[src/rtl/core/hrmc_pkg.sv]
package hrmc_pkg;

  localparam int DEPTH   = 64;
  localparam int PTR_W   = (DEPTH > 1) ? $clog2(DEPTH) : 1;
  localparam int ID_W    = 10;
  localparam int TURN_W  = 16;
  localparam int ENT_W   = ID_W + TURN_W;
  localparam int CNT_W   = 6;
  localparam int IN_DW   = 32;
  localparam int OUT_DW  = 8;

  typedef logic [PTR_W-1:0]  ptr_t;
  typedef logic [ID_W-1:0]   id_t;
  typedef logic [TURN_W-1:0] turn_t;
  typedef logic [CNT_W-1:0]  cnt_t;

  localparam cnt_t CNT_MAX = '1;
  localparam ptr_t PTR_LAST = PTR_W'(DEPTH - 1);

  typedef enum logic {
    CMD_ADD   = 1'b0,
    CMD_QUERY = 1'b1
  } cmd_t;

  typedef enum logic [1:0] {
    ST_IDLE,
    ST_WALK,
    ST_RESP
  } state_t;

  // controller -> datapath
  typedef struct packed {
    logic add;    // write record at write pointer
    logic start;  // latch query key, arm walk
    logic walk;   // step walk one slot
  } dp_cmd_t;

  // datapath -> controller
  typedef struct packed {
    logic done;
  } dp_sts_t;

  function automatic ptr_t ptr_prev(ptr_t p);
    ptr_t r;
    r = (p == '0) ? PTR_LAST : p - 1'b1;
    return r;
  endfunction

  function automatic ptr_t ptr_next(ptr_t p);
    ptr_t r;
    r = (p == PTR_LAST) ? '0 : p + 1'b1;
    return r;
  endfunction

endpackage

[src/rtl/core/hrmc_ram.sv]
module hrmc_ram #(
  parameter int WIDTH = 8,
  parameter int DEPTH = 64
) (
  input  logic                     clk,
  input  logic                     we,
  input  logic [$clog2(DEPTH)-1:0] waddr,
  input  logic [WIDTH-1:0]         wdata,
  input  logic [$clog2(DEPTH)-1:0] raddr,
  output logic [WIDTH-1:0]         rdata
);

  logic [WIDTH-1:0] mem [DEPTH];
  logic [WIDTH-1:0] rdata_r;

  always_ff @(posedge clk) begin
    if (we) begin
      mem[waddr] <= wdata;
    end
    rdata_r <= mem[raddr];
  end

  assign rdata = rdata_r;

endmodule

[src/rtl/core/hrmc_ctrl.sv]
module hrmc_ctrl (
  input  logic              clk,
  input  logic              rst_n,
  input  logic              in_tvalid,
  input  logic              in_cmd,
  output logic              in_tready,
  output logic              out_tvalid,
  input  logic              out_tready,
  output hrmc_pkg::dp_cmd_t dp_cmd,
  input  hrmc_pkg::dp_sts_t dp_sts
);

  hrmc_pkg::state_t state_r, state_nxt;
  logic             in_acc;

  assign in_acc = in_tvalid && (state_r == hrmc_pkg::ST_IDLE);

  always_ff @(posedge clk) begin
    if (!rst_n) begin
      state_r <= hrmc_pkg::ST_IDLE;
    end else begin
      state_r <= state_nxt;
    end
  end

  always_comb begin
    state_nxt = state_r;
    case (state_r)
      hrmc_pkg::ST_IDLE: begin
        if (in_acc && (hrmc_pkg::cmd_t'(in_cmd) == hrmc_pkg::CMD_QUERY)) begin
          state_nxt = hrmc_pkg::ST_WALK;
        end
      end
      hrmc_pkg::ST_WALK: begin
        if (dp_sts.done) begin
          state_nxt = hrmc_pkg::ST_RESP;
        end
      end
      hrmc_pkg::ST_RESP: begin
        if (out_tready) begin
          state_nxt = hrmc_pkg::ST_IDLE;
        end
      end
      default: state_nxt = hrmc_pkg::ST_IDLE;
    endcase
  end

  always_comb begin
    in_tready    = 1'b0;
    out_tvalid   = 1'b0;
    dp_cmd       = '0;
    case (state_r)
      hrmc_pkg::ST_IDLE: begin
        in_tready    = 1'b1;
        dp_cmd.add   = in_acc && (hrmc_pkg::cmd_t'(in_cmd) == hrmc_pkg::CMD_ADD);
        dp_cmd.start = in_acc && (hrmc_pkg::cmd_t'(in_cmd) == hrmc_pkg::CMD_QUERY);
      end
      hrmc_pkg::ST_WALK: begin
        dp_cmd.walk = 1'b1;
      end
      hrmc_pkg::ST_RESP: begin
        out_tvalid = 1'b1;
      end
      default: ;
    endcase
  end

endmodule

[src/rtl/core/hrmc_dp.sv]
module hrmc_dp (
  input  logic              clk,
  input  logic              rst_n,
  input  hrmc_pkg::dp_cmd_t dp_cmd,
  output hrmc_pkg::dp_sts_t dp_sts,
  input  hrmc_pkg::id_t     in_id,
  input  hrmc_pkg::turn_t   in_turn,
  output logic              found,
  output hrmc_pkg::cnt_t    match_count
);

  hrmc_pkg::ptr_t            wp_r;
  hrmc_pkg::ptr_t            p_r;
  logic [hrmc_pkg::DEPTH-1:0] vld_r;
  logic                      vld_q_r;
  logic                      pend_r;
  logic                      chk_r;
  hrmc_pkg::id_t             key_id_r;
  hrmc_pkg::turn_t           key_turn_r;
  hrmc_pkg::cnt_t            count_r;
  logic                      found_r;

  logic [hrmc_pkg::ENT_W-1:0] rd_data;
  hrmc_pkg::id_t              rd_id;
  hrmc_pkg::turn_t            rd_turn;
  logic                       is_null;
  logic                       match;

  hrmc_ram #(
    .WIDTH (hrmc_pkg::ENT_W),
    .DEPTH (hrmc_pkg::DEPTH)
  ) u_ram (
    .clk   (clk),
    .we    (dp_cmd.add),
    .waddr (wp_r),
    .wdata ({in_id, in_turn}),
    .raddr (p_r),
    .rdata (rd_data)
  );

  assign rd_id   = rd_data[hrmc_pkg::ENT_W-1:hrmc_pkg::TURN_W];
  assign rd_turn = rd_data[hrmc_pkg::TURN_W-1:0];

  // never-written slots read as null through the valid bit
  assign is_null = !vld_q_r || (rd_id == '0);
  assign match   = pend_r && chk_r && !is_null &&
                   (rd_id == key_id_r) && (rd_turn == key_turn_r);
  // chk_r low: the read slot was the write pointer, walk has wrapped
  assign dp_sts.done = pend_r && (!chk_r || is_null);

  always_ff @(posedge clk) begin
    if (!rst_n) begin
      wp_r   <= '0;
      vld_r  <= '0;
      pend_r <= 1'b0;
    end else begin
      if (dp_cmd.add) begin
        vld_r[wp_r] <= 1'b1;
        wp_r        <= hrmc_pkg::ptr_next(wp_r);
      end
      if (dp_cmd.start) begin
        pend_r <= 1'b0;
      end else if (dp_cmd.walk) begin
        pend_r <= 1'b1;
      end
    end
  end

  always_ff @(posedge clk) begin
    vld_q_r <= vld_r[p_r];
    if (dp_cmd.start) begin
      key_id_r   <= in_id;
      key_turn_r <= in_turn;
      p_r        <= hrmc_pkg::ptr_prev(wp_r);
      chk_r      <= 1'b1;
      count_r    <= '0;
      found_r    <= 1'b0;
    end else if (dp_cmd.walk) begin
      p_r   <= hrmc_pkg::ptr_prev(p_r);
      chk_r <= (p_r != wp_r);
      if (match) begin
        found_r <= 1'b1;
        if (count_r != hrmc_pkg::CNT_MAX) begin
          count_r <= count_r + 1'b1;
        end
      end
    end
  end

  assign found       = found_r;
  assign match_count = count_r;

endmodule

[src/rtl/core/history_ring_match_counter.sv]
// Add: accepted with no result; next item accepted the cycle after.
// Query: one ring slot read per cycle from the record RAM (registered read),
//   at most DEPTH-1 slots walked; one item at a time while a query is in flight.
// Reset: synchronous, active low; write pointer zero, all slot valid bits
//   cleared so every slot reads as null at once (no clearing pass).
module history_ring_match_counter (
  input  logic                        clk,
  input  logic                        rst_n,
  input  logic                        in_tvalid,
  output logic                        in_tready,
  input  logic [hrmc_pkg::IN_DW-1:0]  in_tdata,   // [9:0] move_id, [25:10] turn, rest zero
  input  logic                        in_tuser,   // [0] cmd
  output logic                        out_tvalid,
  input  logic                        out_tready,
  output logic [hrmc_pkg::OUT_DW-1:0] out_tdata   // [0] found, [6:1] match_count, [7] zero
);

  hrmc_pkg::dp_cmd_t dp_cmd;
  hrmc_pkg::dp_sts_t dp_sts;
  logic              found;
  hrmc_pkg::cnt_t    match_count;

  hrmc_ctrl u_ctrl (
    .clk        (clk),
    .rst_n      (rst_n),
    .in_tvalid  (in_tvalid),
    .in_cmd     (in_tuser),
    .in_tready  (in_tready),
    .out_tvalid (out_tvalid),
    .out_tready (out_tready),
    .dp_cmd     (dp_cmd),
    .dp_sts     (dp_sts)
  );

  hrmc_dp u_dp (
    .clk         (clk),
    .rst_n       (rst_n),
    .dp_cmd      (dp_cmd),
    .dp_sts      (dp_sts),
    .in_id       (in_tdata[hrmc_pkg::ID_W-1:0]),
    .in_turn     (in_tdata[hrmc_pkg::ENT_W-1:hrmc_pkg::ID_W]),
    .found       (found),
    .match_count (match_count)
  );

  assign out_tdata = {{(hrmc_pkg::OUT_DW - hrmc_pkg::CNT_W - 1){1'b0}}, match_count, found};

endmodule
[config.mk]
export PLATFORM = sky130hd
export DESIGN_NAME = history_ring_match_counter
export DESIGN_NICKNAME = d
export VERILOG_FILES = /design/src/rtl/core/hrmc_pkg.sv /design/src/rtl/core/hrmc_ram.sv /design/src/rtl/core/hrmc_ctrl.sv /design/src/rtl/core/hrmc_dp.sv /design/src/rtl/core/history_ring_match_counter.sv
export SDC_FILE = /design/constraint.sdc
export NUM_CORES = 2
export LEC_CHECK = 0
export BUFFER_PORTS_ARGS = -buffer_cell sky130_fd_sc_hd__buf_2
export CORE_ASPECT_RATIO = 2
export CORE_UTILIZATION = 45
export DETAILED_ROUTE_END_ITERATION = 10
export PLACE_DENSITY_LB_ADDON = 0.25
export SLEW_MARGIN = 25
export SYNTH_ARGS = -nofsm -noshare
export SYNTH_HDL_FRONTEND = slang
export SYNTH_SLANG_ARGS = --single-unit
[constraint.sdc]
create_clock -name clk -period 4.8 [get_ports clk]
set_input_delay 0.72 -clock clk [delete_from_list [all_inputs] [get_ports clk]]
set_output_delay 0.72 -clock clk [all_outputs]
set_load 0.02 [all_outputs]
==> key figures <==
Drt
  • WL/cell: roughly 32 um
  • WL final: about 180000 um
  • Vias: 33300
  • Drc violations: 0
  • Via density per instance: a little under 6
  • Initial DRC count: 3314
  • Initial DRT Pass Iterations: 8
  • Post-route ant nets: 0

Synthesis
  • Largest family of logic cells by synthesized area: multiplexers
  • Dominant synthesized flop cell: edfxtp_1
  • Area share of fa/ha/maj cells after synthesis: less than 1%
  • Number of synthesized register bits: 1804
  • Ys Warns: 0
  • Top post-synthesis cells by area: edfxtp_1 74%, mux4_2 13%, dfxtp_1 3.1%, mux2i_1 1.6%, nand2_1 1.0%
  • Syn Area/Cell: ~21 sq um
  • Syn_nets: ~3300
  • Count leader, synth: edfxtp_1
  • Seq/Total Area, Yosys: between 70% and 80%
  • Mapped Cells: ~3300
  • Unique masters post-synth: 66
  • Synth top cells by count: 1696 x edfxtp_1, 390 x mux4_2, 185 x nand2_1, 111 x mux2i_1, 108 x dfxtp_1
  • Area fraction of the dominant cell type after synthesis: 73.6%
  • Mux cell area share after synthesis: approximately 15%
  • Compound-Gate Fraction of Synth Area: 3.83%
  • Synth Cell Area: around 69000 sq um
  • Post-synth EDFFs: roughly 1700
  • Synth Area in XOR/XNOR: 0.519%
  • Yosys top cell by area: edfxtp_1
  • Post-Synth Simple-Gate Area: between 2 and 2.5%
  • Async S/R FF share, synth: 0%

Worst setup path
  • Critical-path top delay cell: edfxtp_1
  • CP Data Arrival Time: approximately 4.2 ns
  • Startpoint Class: flip-flop
  • Internal reg-to-reg setup slack: roughly 1.4 ns
  • Worst r2r path cells: 7
  • Worst-path cell chain: buf_4 -> mux2i_1 -> a22oi_1 -> a21oi_1 -> a21oi_1 -> o21ai_1 -> o22ai_1
  • Largest stage delay, worst path: 1.04 ns
  • Critical Path RT: 5.53 ns
  • CP most frequent cell: a21oi_1
  • Worst-path fanout max: 25
  • Origin of the critical flop-to-flop path: u_dp.p_r[2]
  • Crit. End Element: flip-flop
  • Worst Setup Path Type: reg2reg
  • Reg-to-reg endpoint: u_dp.u_ram.rdata[25]

STA
  • Hold Vio Cnt, Final: 0
  • Hold WS: about 0.27 ns
  • Min cycle time layout: 3.44 ns
  • Tcrit/Tclk final: around 70%
  • Actual slew at the worst max-slew pin: ~1.2 ns
  • Peak Freq: between 200 and 300 MHz
  • Worst relative slew slack: between 20 and 25%
  • Final slew viol count: 0
  • Worst Skew: roughly 0.035 ns
  • Setup Viol. Count Final: 0
  • Final TNS setup: 0 ns
  • RSZ-0062 raised after global routing: no

Worst hold path
  • Hold Startpoint: out_tready
  • Hold Crit Class: in2reg
  • Hold endpoint: u_ctrl.state_r[1]
  • Worst hold path depth: 4

Pwr
  • Int Power: approximately 0.026 W
  • PD cells: around 430 nW/um^2
  • Lkg Pwr: approximately 25 nW
  • Fraction of power consumed by the clock network: around two fifths
  • Reg power frac: a little over half
  • Switching Share: 22.8%
  • Worst vdd ir: approximately 0.26 mV
  • Comb pwr share: 8.9%
  • NetSw: ~0.0075 W

Die
  • Die area: roughly 160000 sq um
  • Total core area: around 150000 sq um
  • Row count: between 200 and 250
  • Die width: roughly 280 um
  • Initial core utilization: 45.3%
  • Die H: ~560 um
  • Num ports: 47

CTS
  • Clk pin slew, worst setup/hold paths: roughly 0.08 ns
  • CTS Buffer Depth: 4
  • Post-cts resize count: 0
  • CTS buffer count: between 150 and 200
  • Clk root buf: clkbuf_16
  • Post-CTS setup buffer count: 0
  • Worst-Skew Late Latency: 0.81 ns
  • CTS Sinks: 1804
  • CTS tree: built
  • CTS Hold Bufs: 0
  • H-tree levels: 4

Placement
  • Post-DP Area: approximately 73000 sq um
  • Placed Instances: between 5000 and 6000
  • Detailed placement HPWL: 107000 um
  • Routability Congestion: 0.885
  • I/O Buffers: 39

Global routing
  • Initial antenna violation count: 4
  • Total GRT Usage: 22.9%
  • Vias in the first global route: around 34000
  • Largest net degree at the start of global routing: 88
  • Grt total ovfl: 0
  • First-pass GRT wire length: around 250000 um

Layout
  • Fin util: roughly half
  • Post-route cell area: roughly 78000 sq um
  • Layout cells sized above 1: between 20% and 30%
  • Post-Layout Cell Count: approximately 5600
  • Nets: ~3500
  • Register area: 53100 sq um
  • Multi-input logic area: between 15000 and 20000 sq um
  • Area growth syn-to-layout: 12.4%
  • Fill cells: roughly 12000

Run status
  • Outcome: complete, no violations

Run
  • Max-Cap Viols: 0
==> cells by family after synthesis <==
logic type	Yosys count
compound gates	377
xor+xnor	41
fa+ha+maj	5
buf+inv	195
flops	1804
mux	518
other cells	1
simple gates	353
==> worst max-delay path: cells and delay by family, from the launching register on <==
family,cells,cell delay (ns)
flops,1,1.04
compound gates,5,1.62
buf+inv,1,0.54
mux,1,0.14
==> registers in the layout, summed over array words and instances, names as in the netlist, 2 cells and up <==
name	flops
u_ctrl.state_r	2
u_dp.key_id_r	10
u_dp.key_turn_r	16
u_dp.match_count	6
u_dp.p_r	6
u_dp.u_ram.mem	1664
u_dp.u_ram.rdata	26
u_dp.vld_r	64
u_dp.wp_r	6
==> stage by stage <==
| step | power, W | setup WS [ns] |
|---|---|---|
| after global routing | 0.0339 | 1.33 |
| after detailed placement | 0.0207 | 1.28 |
| after floorplan | 0.0194 | 1.53 |
| after global placement | 0.0206 | 1.27 |
| after CTS | 0.0333 | 1.38 |
| final | 0.0331 | 1.36 |
==> metal layers <==
layer	share of wire [%]	GRT usage, %	vias to the layer above	wire, um
met3	4.5	2.23	326	8010
met5	0	0	-	0
li1	-	-	14000	-
met2	53	40.8	1088	94500
met1	36	27.0	17900	64200
met4	6.1	12.9	0	10900
==> cell usage in the layout, fill, tap and decap left out, types with 20 or more instances in the layout <==
cell       instances
edfxtp_1        1696
mux4_2           390
nand2_1          185
clkbuf_16        164
buf_4            141
mux2i_1          111
dfxtp_1          108
o21a_1            66
a21oi_1           55
o221ai_1          48
nor2_4            48
buf_2             39
a22oi_1           35
xor2_1            34
o21ai_0           32
clkbuf_1          31
o21ai_1           28
o22a_1            25
clkinv_2          24
o22ai_1           23
nor2_2            20
o21bai_1          20
buf_12            20
==> power groups by stage <==
stage / Combinational (W) / Clock [W] / Sequential (W)
3_5_place_dp: 0.00297 / 0 / 0.0177
5_1_grt: 0.00307 / 0.0135 / 0.0173
4_1_cts: 0.00298 / 0.0130 / 0.0173
2_1_floorplan: 0.00178 / 0 / 0.0177
3_3_place_gp: 0.00295 / 0 / 0.0177
6_report: 0.00294 / 0.0128 / 0.0174
==> worst max-delay path by stage <==
stage	from	to	slack, ns
after CTS	u_dp.p_r[2]	u_dp.u_ram.rdata[25]	1.38
after detailed placement	in_tuser	u_dp.u_ram.mem[63][16]	1.28
after global routing	u_dp.p_r[2]	u_dp.u_ram.rdata[6]	1.33
final	u_dp.p_r[2]	u_dp.u_ram.rdata[25]	1.36
after global placement	in_tuser	u_dp.u_ram.mem[63][13]	1.27
after floorplan	in_tuser	u_dp.u_ram.mem[59][0]	1.53
==> final cells by class <==
cell class,count,area share (%)
Antenna cell,3,0.00965
Clock buffer,201,5.53
Clock inverter,70,0.973
Inverter,9,0.0467
Multi-Input combinational cell,1295,19.7
Sequential cell,1804,68.3
Tap cell,2050,3.30
Timing Repair Buffer,201,2.16
(Power assumes the default switching activity.)
